===== config.mk =====
export PLATFORM = sky130hd
export DESIGN_NAME = apsp_ctrl
export DESIGN_NICKNAME = d
export VERILOG_FILES = /design/src/design/apsp_pkg.sv /design/src/design/apsp_ctrl.sv
export SDC_FILE = /design/constraint.sdc
export NUM_CORES = 1
export LEC_CHECK = 0
export BUFFER_PORTS_ARGS = -buffer_cell sky130_fd_sc_hd__buf_2
export CORE_AREA = 2 2 39 41
export DETAILED_ROUTE_END_ITERATION = 10
export DIE_AREA = 0 0 41 43
export MAX_ROUTING_LAYER = met4
export PLACE_DENSITY = 0.65
export SETUP_SLACK_MARGIN = 0.3
export SYNTH_ARGS = -nofsm -noshare
export SYNTH_HDL_FRONTEND = slang
export SYNTH_SLANG_ARGS = --single-unit

===== constraint.sdc =====
create_clock -name i_clk -period 2.52 [get_ports i_clk]
set_input_delay 0.126 -clock i_clk [delete_from_list [all_inputs] [get_ports i_clk]]
set_output_delay 0.126 -clock i_clk [all_outputs]
set_load 0.02 [all_outputs]

===== src/design/apsp_pkg.sv =====
`default_nettype none

package apsp_pkg;

    localparam int DEFAULT_MAX_VERTICES = 64;

    localparam int FUNC_W   = 2;
    localparam int IDX_W    = 6;
    localparam int WEIGHT_W = 17;
    localparam int DIST_W   = 32;
    localparam int VIA_W    = 7;
    localparam int VC_W     = 7;

    localparam logic [VC_W-1:0]   VC_RESET = 7'd64;
    localparam logic [VIA_W-1:0]  VIA_NONE = {VIA_W{1'b1}};

    localparam logic [FUNC_W-1:0] FUNC_WRITE = 2'd0;
    localparam logic [FUNC_W-1:0] FUNC_RUN   = 2'd1;
    localparam logic [FUNC_W-1:0] FUNC_READ  = 2'd2;

    // commands from controller to datapath
    typedef struct packed {
        logic capture;
        logic rst_sweep;
        logic wr_weight;
        logic rd_pair;
        logic idx_clear;
        logic via_clear;
        logic rd_ik_kj;
        logic rd_ij;
        logic relax_wr;
        logic flag_clr;
        logic load_out;
    } t_cmd;

    // status from datapath to controller
    typedef struct packed {
        logic              rst_last;
        logic              n_zero;
        logic              ij_last;
        logic              kij_last;
        logic              neg_hit;
        logic              out_free;
        logic [FUNC_W-1:0] func;
    } t_status;

endpackage

`default_nettype wire


===== src/design/apsp_ctrl.sv =====
`default_nettype none

module apsp_ctrl import apsp_pkg::*; (
    input  logic    i_clk,
    input  logic    i_rst_n,
    input  logic    i_in_valid,
    output logic    o_in_stall,
    input  t_status i_status,
    output t_cmd    o_cmd
);

    typedef enum logic [7:0] {
        S_CLEAR = 8'b0000_0001,
        S_IDLE  = 8'b0000_0010,
        S_EXEC  = 8'b0000_0100,
        S_VCLR  = 8'b0000_1000,
        S_RD1   = 8'b0001_0000,
        S_RD2   = 8'b0010_0000,
        S_WR    = 8'b0100_0000,
        S_DONE  = 8'b1000_0000
    } t_state;

    t_state r_state, n_state;

    assign o_in_stall = (r_state != S_IDLE);

    always_comb begin
        n_state = r_state;
        o_cmd   = '0;
        unique case (r_state)
            S_CLEAR: begin
                o_cmd.rst_sweep = 1'b1;
                if (i_status.rst_last) n_state = S_IDLE;
            end
            S_IDLE: begin
                if (i_in_valid) begin
                    o_cmd.capture = 1'b1;
                    n_state       = S_EXEC;
                end
            end
            S_EXEC: begin
                n_state = S_DONE;
                unique case (i_status.func)
                    FUNC_WRITE: o_cmd.wr_weight = 1'b1;
                    FUNC_READ:  o_cmd.rd_pair   = 1'b1;
                    FUNC_RUN: begin
                        o_cmd.flag_clr  = 1'b1;
                        o_cmd.idx_clear = 1'b1;
                        if (!i_status.n_zero) n_state = S_VCLR;
                    end
                    default: ;
                endcase
            end
            S_VCLR: begin
                // counters wrap to zero on the last entry, ready for k = i = j = 0
                o_cmd.via_clear = 1'b1;
                if (i_status.ij_last) n_state = S_RD1;
            end
            S_RD1: begin
                o_cmd.rd_ik_kj = 1'b1;
                n_state        = S_RD2;
            end
            S_RD2: begin
                o_cmd.rd_ij = 1'b1;
                n_state     = S_WR;
            end
            S_WR: begin
                o_cmd.relax_wr = 1'b1;
                if (i_status.neg_hit || i_status.kij_last) n_state = S_DONE;
                else n_state = S_RD1;
            end
            S_DONE: begin
                if (i_status.out_free) begin
                    o_cmd.load_out = 1'b1;
                    n_state        = S_IDLE;
                end
            end
            default: n_state = S_IDLE;
        endcase
    end

    always_ff @(posedge i_clk) begin
        if (!i_rst_n) r_state <= S_CLEAR;
        else r_state <= n_state;
    end

endmodule

`default_nettype wire


Word-level counts from Yosys, hierarchy flattened
Index checks and enable logic that the tools add are counted.

Magnitude comparators: 0. Shifts and indexed selects: 0. Equal/unequal tests: 15. Multiply operators: 0. Add/sub/neg operators: 0. Divide/modulo/power cells: 0. Bitwise operators: 0. Reduce and logical (&&, ||, !) cells: 3. Muxes and demuxes: 22.

Operator list (number): $pmux 8 s8 (1); $mux 8 (7); $mux 1 (13); $eq 8x1->1 const B (1); $eq 8x2->1 const B (1); $eq 8x3->1 const B (1); $eq 8x4->1 const B (1); $eq 8x5->1 const B (1); $eq 8x6->1 const B (1); $eq 8x7->1 const B (1); $eq 8x8->1 const B (1); $ne 2x2->1 const B (4); $ne 8x2->1 const B (1); $reduce_and 4->1 (1); $mux 3 (1); $eq 2x1->1 const B (1); $eq 2x2->1 const B (1); $logic_not 2->1 (1); $logic_or 1x1->1 (1).

Memories: 0. Bits in read-only memories: 0. Memory bits (writable): 0. Bits in latches: 0. Input bits: 11. Output and inout port bits: 12. Register bits after elaboration: 8.

Logic depth before layout (Yosys ltp)
Gate-level depths: netlist of the first run.

Word-level depth: 3. Mapped depth: 5.

Least setup slack after synthesis of the first run
OpenSTA, ideal clock, no wires.

Path type: register to register. From: register r_state[4]. To: register r_state[1]. Arrival: 1781 ps. Cell stages (with the launch flop): 6. Path slack: 611 ps. Period minus slack after synthesis: 1909 ps. Data required time: 2392 ps. Cell sequence: dfxtp_1 or4_1 or4_1 buf_2 o2111ai_2 o31ai_1.

Longest elaborated chain between the ends: 3.

Ends and longest elaborated chain: start: declaration (line apsp_ctrl.sv:23) `t_state r_state, n_state;`; start signal: assignment (line apsp_ctrl.sv:84) `else r_state <= n_state;`; $eq 8x1->1, or another cell as far along (line apsp_ctrl.sv:30) `unique case (r_state)`; $ne 2x2->1 (no line); $reduce_and 4->1 (no line).

Parallel ways exist; a longest one is shown, timed or not. A chain may end at the register's enable or synchronous reset.

==> summary.txt, run 1 <==
Critical path
  – CP endpoint kind: primary output
  – Critical path class: register to primary output
  – WP data arrival: 1950 ps
  – Startpoint Class: register
  – Critical path peak fanout: 6
  – Worst EP required: 2390 ps
  – Critical Path Source: r_state[4]
  – RR Startpoint: r_state[4]

Cells and area
  – Layout fillers: 149
  – Biggest regs: r_state (8)
  – ANT cells: 0
  – Area delta synth->final: 30.26%
  – Final instance area: 635.6 um^2
  – Final Util: 45.93%
  – Multi-input gate area: 300.3 um^2
  – Register area: 160.2 um^2
  – Reg with most FFs: r_state
  – Max reg flops: 8
  – Layout cells sized above 1: 32.18%
  – Layout Nets: 100

CTS
  – CTS tree: done
  – Post-CTS Setup Inserts: 0
  – Clk sinks: 8
  – Clock Tree Buf Depth: 2
  – Clk pin slew, worst setup/hold paths: 50 ps
  – H-tree levels: 1
  – CTS buffer count: 3
  – Clk Latency, worst-skew pair: 250 ps
  – Root Buffer Master: clkbuf_4
  – Hold buffer count at CTS: 0
  – CTS-repair resized insts: 0

Global route
  – First-pass GRT wire length: 1.745 mm
  – Largest net degree at the start of global routing: 7
  – Vias in the first global route: 422
  – Total Routing Usage GR: 15.02%
  – GRT Residual Overflow: 0
  – Initial antenna violation count: 0

Timing
  – Setup ws final: 447.7 ps
  – Final hold slack: 88.64 ps
  – Post-layout min period: 2072 ps
  – TNS Setup: 0 ps
  – Max-slew headroom: 60.30%
  – Skew final: 3.515 ps
  – Count of final hold-check violations: 0
  – Unrepaired setup endpoints after global routing: false
  – Worst-Margin Slew: 590.0 ps
  – Final Max Slew Viols: 0
  – Fmax achieved: 482.6 MHz
  – Final setup violating endpoints: 0
  – Final period util: 82.23%

Routing
  – M1 WL: 551 um
  – Met3 wire length: 70 um
  – Highest metal layer with signal wires: met4
  – # DRC: 0
  – Avg WL per Cell: 11.48 um
  – Routed wl met2: 553 um
  – DRT iter0 DRCs: 13
  – ANT nets after route: 0
  – Drt total wl: 1.182 mm
  – Vias per cell: 5.087
  – DRT Pass-1 Iters: 4
  – Total number of vias: 524

Floorplanning
  – Starting Density: 35.26%
  – Full die area: 1763 um^2
  – Row count: 14
  – Die X: 41 um
  – Die height: 43 um
  – IO Pins: 23
  – Core area: 1384 um^2

Min path
  – Worst Hold Launch: i_rst_n
  – Worst Hold Class: input pin to register

Logic synthesis
  – Ys Warns: 0
  – Mapped Avg Cell Area: 7.746 um^2
  – Syn nets: 74
  – Syn Std Cell Area: 488.0 um^2
  – Synth cell types: 26
  – Post-synthesis sequential area ratio: 32.82%
  – Post-Syn Instances: 63
  – Flops & latches, synth: 8

Power
  – Leak: 0.3026 nW
  – PD cells: 453.6 nW/um^2
  – VDD IR max: 319.9 uV

Job
  – Max-Cap Viols: 0

Place
  – Final HPWL DP: 986.3 um
  – DP Worst Slack: 569.5 ps
  – Dpl cell area: 613.1 um^2
  – Routability cong.: 0.8400
  – PortBufs: 22

Run status
  – Status: complete, no violations
==> cells in the mapped netlist <==
master,instances,area share [%]
or2_2,1,1.3
and2_1,3,3.8
dfxtp_1,8,33
xor2_1,1,1.8
nand2_1,2,1.5
inv_1,3,2.3
o31ai_1,1,1.5
o221ai_1,1,1.8
or3_1,1,1.3
nand2b_1,5,6.4
nor4b_1,2,3.6
clkinv_1,1,0.77
nor4_1,4,5.1
or4_1,3,4.6
and3_1,1,1.3
nand3_1,2,2.1
nor2_1,9,6.9
o21ai_0,1,1.0
nand4b_1,2,3.6
buf_2,1,1.0
o2111ai_2,1,3.1
nor3b_1,1,1.5
a21oi_1,2,2.1
nand3b_1,2,3.1
buf_4,1,1.5
nor3_1,4,4.1
==> metrics by stage <==
step                power (mW)  instances
floorplan               0.1771         63
global placement        0.1965        100
detailed placement      0.1976        100
CTS                     0.2931        103
global route            0.3084        103
finish                  0.2883        103
==> power breakdown <==
group,switching (mW),internal (mW)
clock,0.0389,0.0542
combinational,0.0337,0.0231
sequential,0.00653,0.132
total,0.0791,0.209
==> layout make-up <==
| cell class | instances | area share [%] |
|---|---|---|
| clock buffers | 3 | 3.543 |
| flip-flops and latches | 8 | 25.20 |
| multi-input cells | 49 | 47.24 |
| well taps | 16 | 3.150 |
| repair buffers | 23 | 18.50 |
| inverters | 4 | 2.362 |
==> per-layer routing <==
metal / track usage [%] / vias up
met5: - / -
met3: 7.853 / 2
met4: 4.000 / 0
met1: 18.65 / 233
li1: - / 279
met2: 20.94 / 10
==> worst max-delay path, stage by stage, from the launching register on <==
cell	delay (ps)
dfxtp_1	340
or4_1	560
or4_1	520
nor2_1	120
buf_2	170
==> final timing paths <==
kind                                   end  slack, ps  depth (start not counted)
worst max-delay path             o_cmd[10]        450                          4
worst min-delay path            r_state[0]         90                          2
worst max register to register  r_state[1]        570                          4
worst min register to register  r_state[5]        580                          2
==> logic make-up after synthesis <==
family	share of synthesized area (%)
buffers and inverters	5.640
flip-flops	32.82
AO/OA/AOI/OAI	9.486
XOR/XNOR	1.795
AND/OR/NAND/NOR	50.26
==> cell usage in the layout, fill, tap and decap left out <==
master	count
buf_2	22
nor2_1	9
dfxtp_1	8
nand2b_1	5
nor4_1	4
nor3_1	4
and2_1	3
inv_1	3
or4_1	3
clkbuf_4	3
nand4b_1	2
nand2_1	2
nor4b_1	2
nand3b_1	2
a21oi_1	2
nand3_1	2
clkinv_1	1
or2_2	1
nor3b_1	1
and3_1	1
o2111ai_2	1
o221ai_1	1
o21ai_0	1
xor2_1	1
or3_1	1
o31ai_1	1
buf_4	1
(Power assumes the default switching activity.)
==> run 2: changes to the inputs <==
==> constraint.sdc (replaced) <==
create_clock -name i_clk -period 2.1 [get_ports i_clk]
set_input_delay 0.105 -clock i_clk [delete_from_list [all_inputs] [get_ports i_clk]]
set_output_delay 0.105 -clock i_clk [all_outputs]
set_load 0.02 [all_outputs]
==> summary.txt, run 2 (same netlist as run 1, synthesis figures left out) <==
Cells and area
  – Area delta synth->final: 55.13%
  – Commonest non-fill, non-tap cell in the layout: buf_2
  – Layout Nets: 106 (+6.0%)
  – ANT cells: 0 (unchanged)
  – Layout fillers: 128 (-14%)
  – Layout cells sized above 1: 50.54% (+18 points)
  – Commonest non-fill, non-tap cells in the layout: 18 x buf_2, 10 x buf_4, 8 x nor2_1, 5 x nand2b_1, 5 x dfxtp_1
  – Biggest regs: r_state (8)
  – Reg with most FFs: r_state
  – Max reg flops: 8 (unchanged)

Power
  – Leak: 0.3441 nW (+14%)
  – Switching part of the total: 28.52% (+1.1 points)
  – P_int: 265.3 uW (+27%)
  – VDD IR max: 451.0 uV (+41%)
  – Net Switching: 105.9 uW (+34%)
  – Combinational cell fraction of total power: 24.6% (+4.9 points)
  – PD cells: 490.3 nW/um^2 (+8.1%)
  – Total power: 371.2 uW (+29%)
  – Clock share of power: 30.5% (-1.8 points)
  – Reg power frac: 44.9% (-3.1 points)

Timing
  – Max-slew headroom: 75.24% (+15 points)
  – Post-layout min period: 1941 ps
  – Final Max Slew Viols: 0 (unchanged)
  – Fmax achieved: 515.1 MHz
  – Skew final: 3.587 ps (+0.07239 ps)
  – Final setup violating endpoints: 0 (unchanged)
  – TNS Setup: 0 ps (unchanged)
  – Unrepaired setup endpoints after global routing: true
  – Count of final hold-check violations: 0 (unchanged)
  – Worst-Margin Slew: 366.3 ps (-223.7 ps)
  – Final period util: 92.44%

Critical path
  – CP max stage cell: or4_4
  – Worst path bufs/invs: 1 (unchanged)
  – Startpoint Class: register
  – Worst-path cell chain: or4_4, or4_4, nor2_1, buf_4
  – Critical path peak fanout: 6 (unchanged)
  – Worst path depth: 4 (unchanged)
  – CP max stage delay: 530 ps (-30 ps)
  – Crit-path leading delay family: simple AND/OR/NAND/NOR gates
  – Worst EP required: 2000 ps (-390 ps)
  – WP data arrival: 1840 ps (-110 ps)
  – Critical Path Most Common Cell: or4_4
  – CP endpoint kind: primary output
  – Critical path class: register to primary output
  – Reg2reg path depth: 5 (+1)

CTS
  – H-tree levels: 1 (unchanged)
  – Clk pin slew, worst setup/hold paths: 50 ps (about the same)
  – Root Buffer Master: clkbuf_4
  – Clk Latency, worst-skew pair: 250 ps (about the same)
  – CTS tree: done
  – CTS buffer count: 3 (unchanged)
  – Hold buffer count at CTS: 0 (unchanged)
  – Clock Tree Buf Depth: 2 (unchanged)
  – Clk sinks: 8 (unchanged)

Routing
  – DRT Pass-1 Iters: 4 (unchanged)
  – Drt total wl: 1.372 mm (+16%)
  – ANT nets after route: 0 (unchanged)
  – Avg WL per Cell: 12.59 um (+9.7%)
  – Total number of vias: 566 (+8.0%)
  – # DRC: 0 (unchanged)
  – DRT iter0 DRCs: 12 (-1)
  – Vias per cell: 5.193 (+2.1%)

Floorplanning
  – IO Pins: 23 (unchanged)
  – Full die area: 1763 um^2 (unchanged)
  – Starting Density: 35.26% (unchanged)
  – Die height: 43 um (unchanged)
  – Die X: 41 um (unchanged)
  – Row count: 14 (unchanged)
  – Core area: 1384 um^2 (unchanged)

Min path
  – Hold depth: 2 (unchanged)
  – Worst Hold Class: input pin to register

Job
  – Max-Cap Viols: 0 (unchanged)

Place
  – Final HPWL DP: 986 um (about the same)
  – Routability cong.: 0.8237 (-1.9%)
  – PortBufs: 22 (unchanged)

Global route
  – Initial antenna violation count: 0 (unchanged)
  – First-pass GRT wire length: 2.173 mm (+25%)
  – Largest net degree at the start of global routing: 7 (unchanged)
  – Total Routing Usage GR: 18.71% (+3.7 points)
  – GRT Residual Overflow: 0 (unchanged)
  – Vias in the first global route: 546 (+29%)

Run status
  – Status: complete, no violations
## run 2: worst paths after layout
path,slack [ps],endpoint,startpoint
worst max-delay path,160,o_cmd[10],r_state[4]
worst min-delay path,60,r_state[0],i_rst_n
worst max register to register,250,r_state[2],r_state[4]
worst min register to register,690,r_state[2],r_state[1]
## run 2: area by class of cell
| type | instances | area (um^2) | area share [%] |
|---|---|---|---|
| multi-input combinational | 49 | 359.1 | 47.44 |
| inverter | 4 | 15.01 | 1.983 |
| timing repair buffer | 29 | 176.4 | 23.31 |
| tap | 16 | 20.02 | 2.645 |
| clock buffer | 3 | 22.52 | 2.975 |
| sequential | 8 | 163.9 | 21.65 |
## run 2: power groups by stage
stage               Clock (mW)  Combinational [mW]  Sequential, mW
floorplan                    0              0.0543           0.167
global placement             0              0.0767           0.169
detailed placement           0              0.0778           0.169
CTS                      0.118              0.0884           0.166
global route             0.132              0.0989           0.167
finish                   0.113              0.0912           0.167
## run 2: what timing repair did
item	CTS	global route
endpoints found under the hold margin	0	0
endpoints found under the setup margin	7	11
gates resized for setup	9	6
buffers inserted	3	2
pin swaps	1	1
## run 2: metrics by stage
stage	hold WS [ps]	instance area [um^2]	instances	worst slack [ps]	utilization (%)
2_1_floorplan	166.9	514.2	63	228.6	-
3_3_place_gp	311.6	640.6	101	282.5	46.29
3_5_place_dp	307.5	640.6	101	240.8	46.29
4_1_cts	48.14	721.9	107	158.2	52.17
5_1_grt	55.45	757.0	109	111.5	54.70
6_report	55.11	757.0	109	158.7	54.70
## run 2: per-layer routing
layer  vias to the layer above  global-route usage, %  wire length (um)
li1                        291                      -                 -
met2                        16                  27.81               697
met5                         -                      -                 0
met4                         0                  5.333                14
met1                       255                  21.47               564
met3                         4                  9.424                95
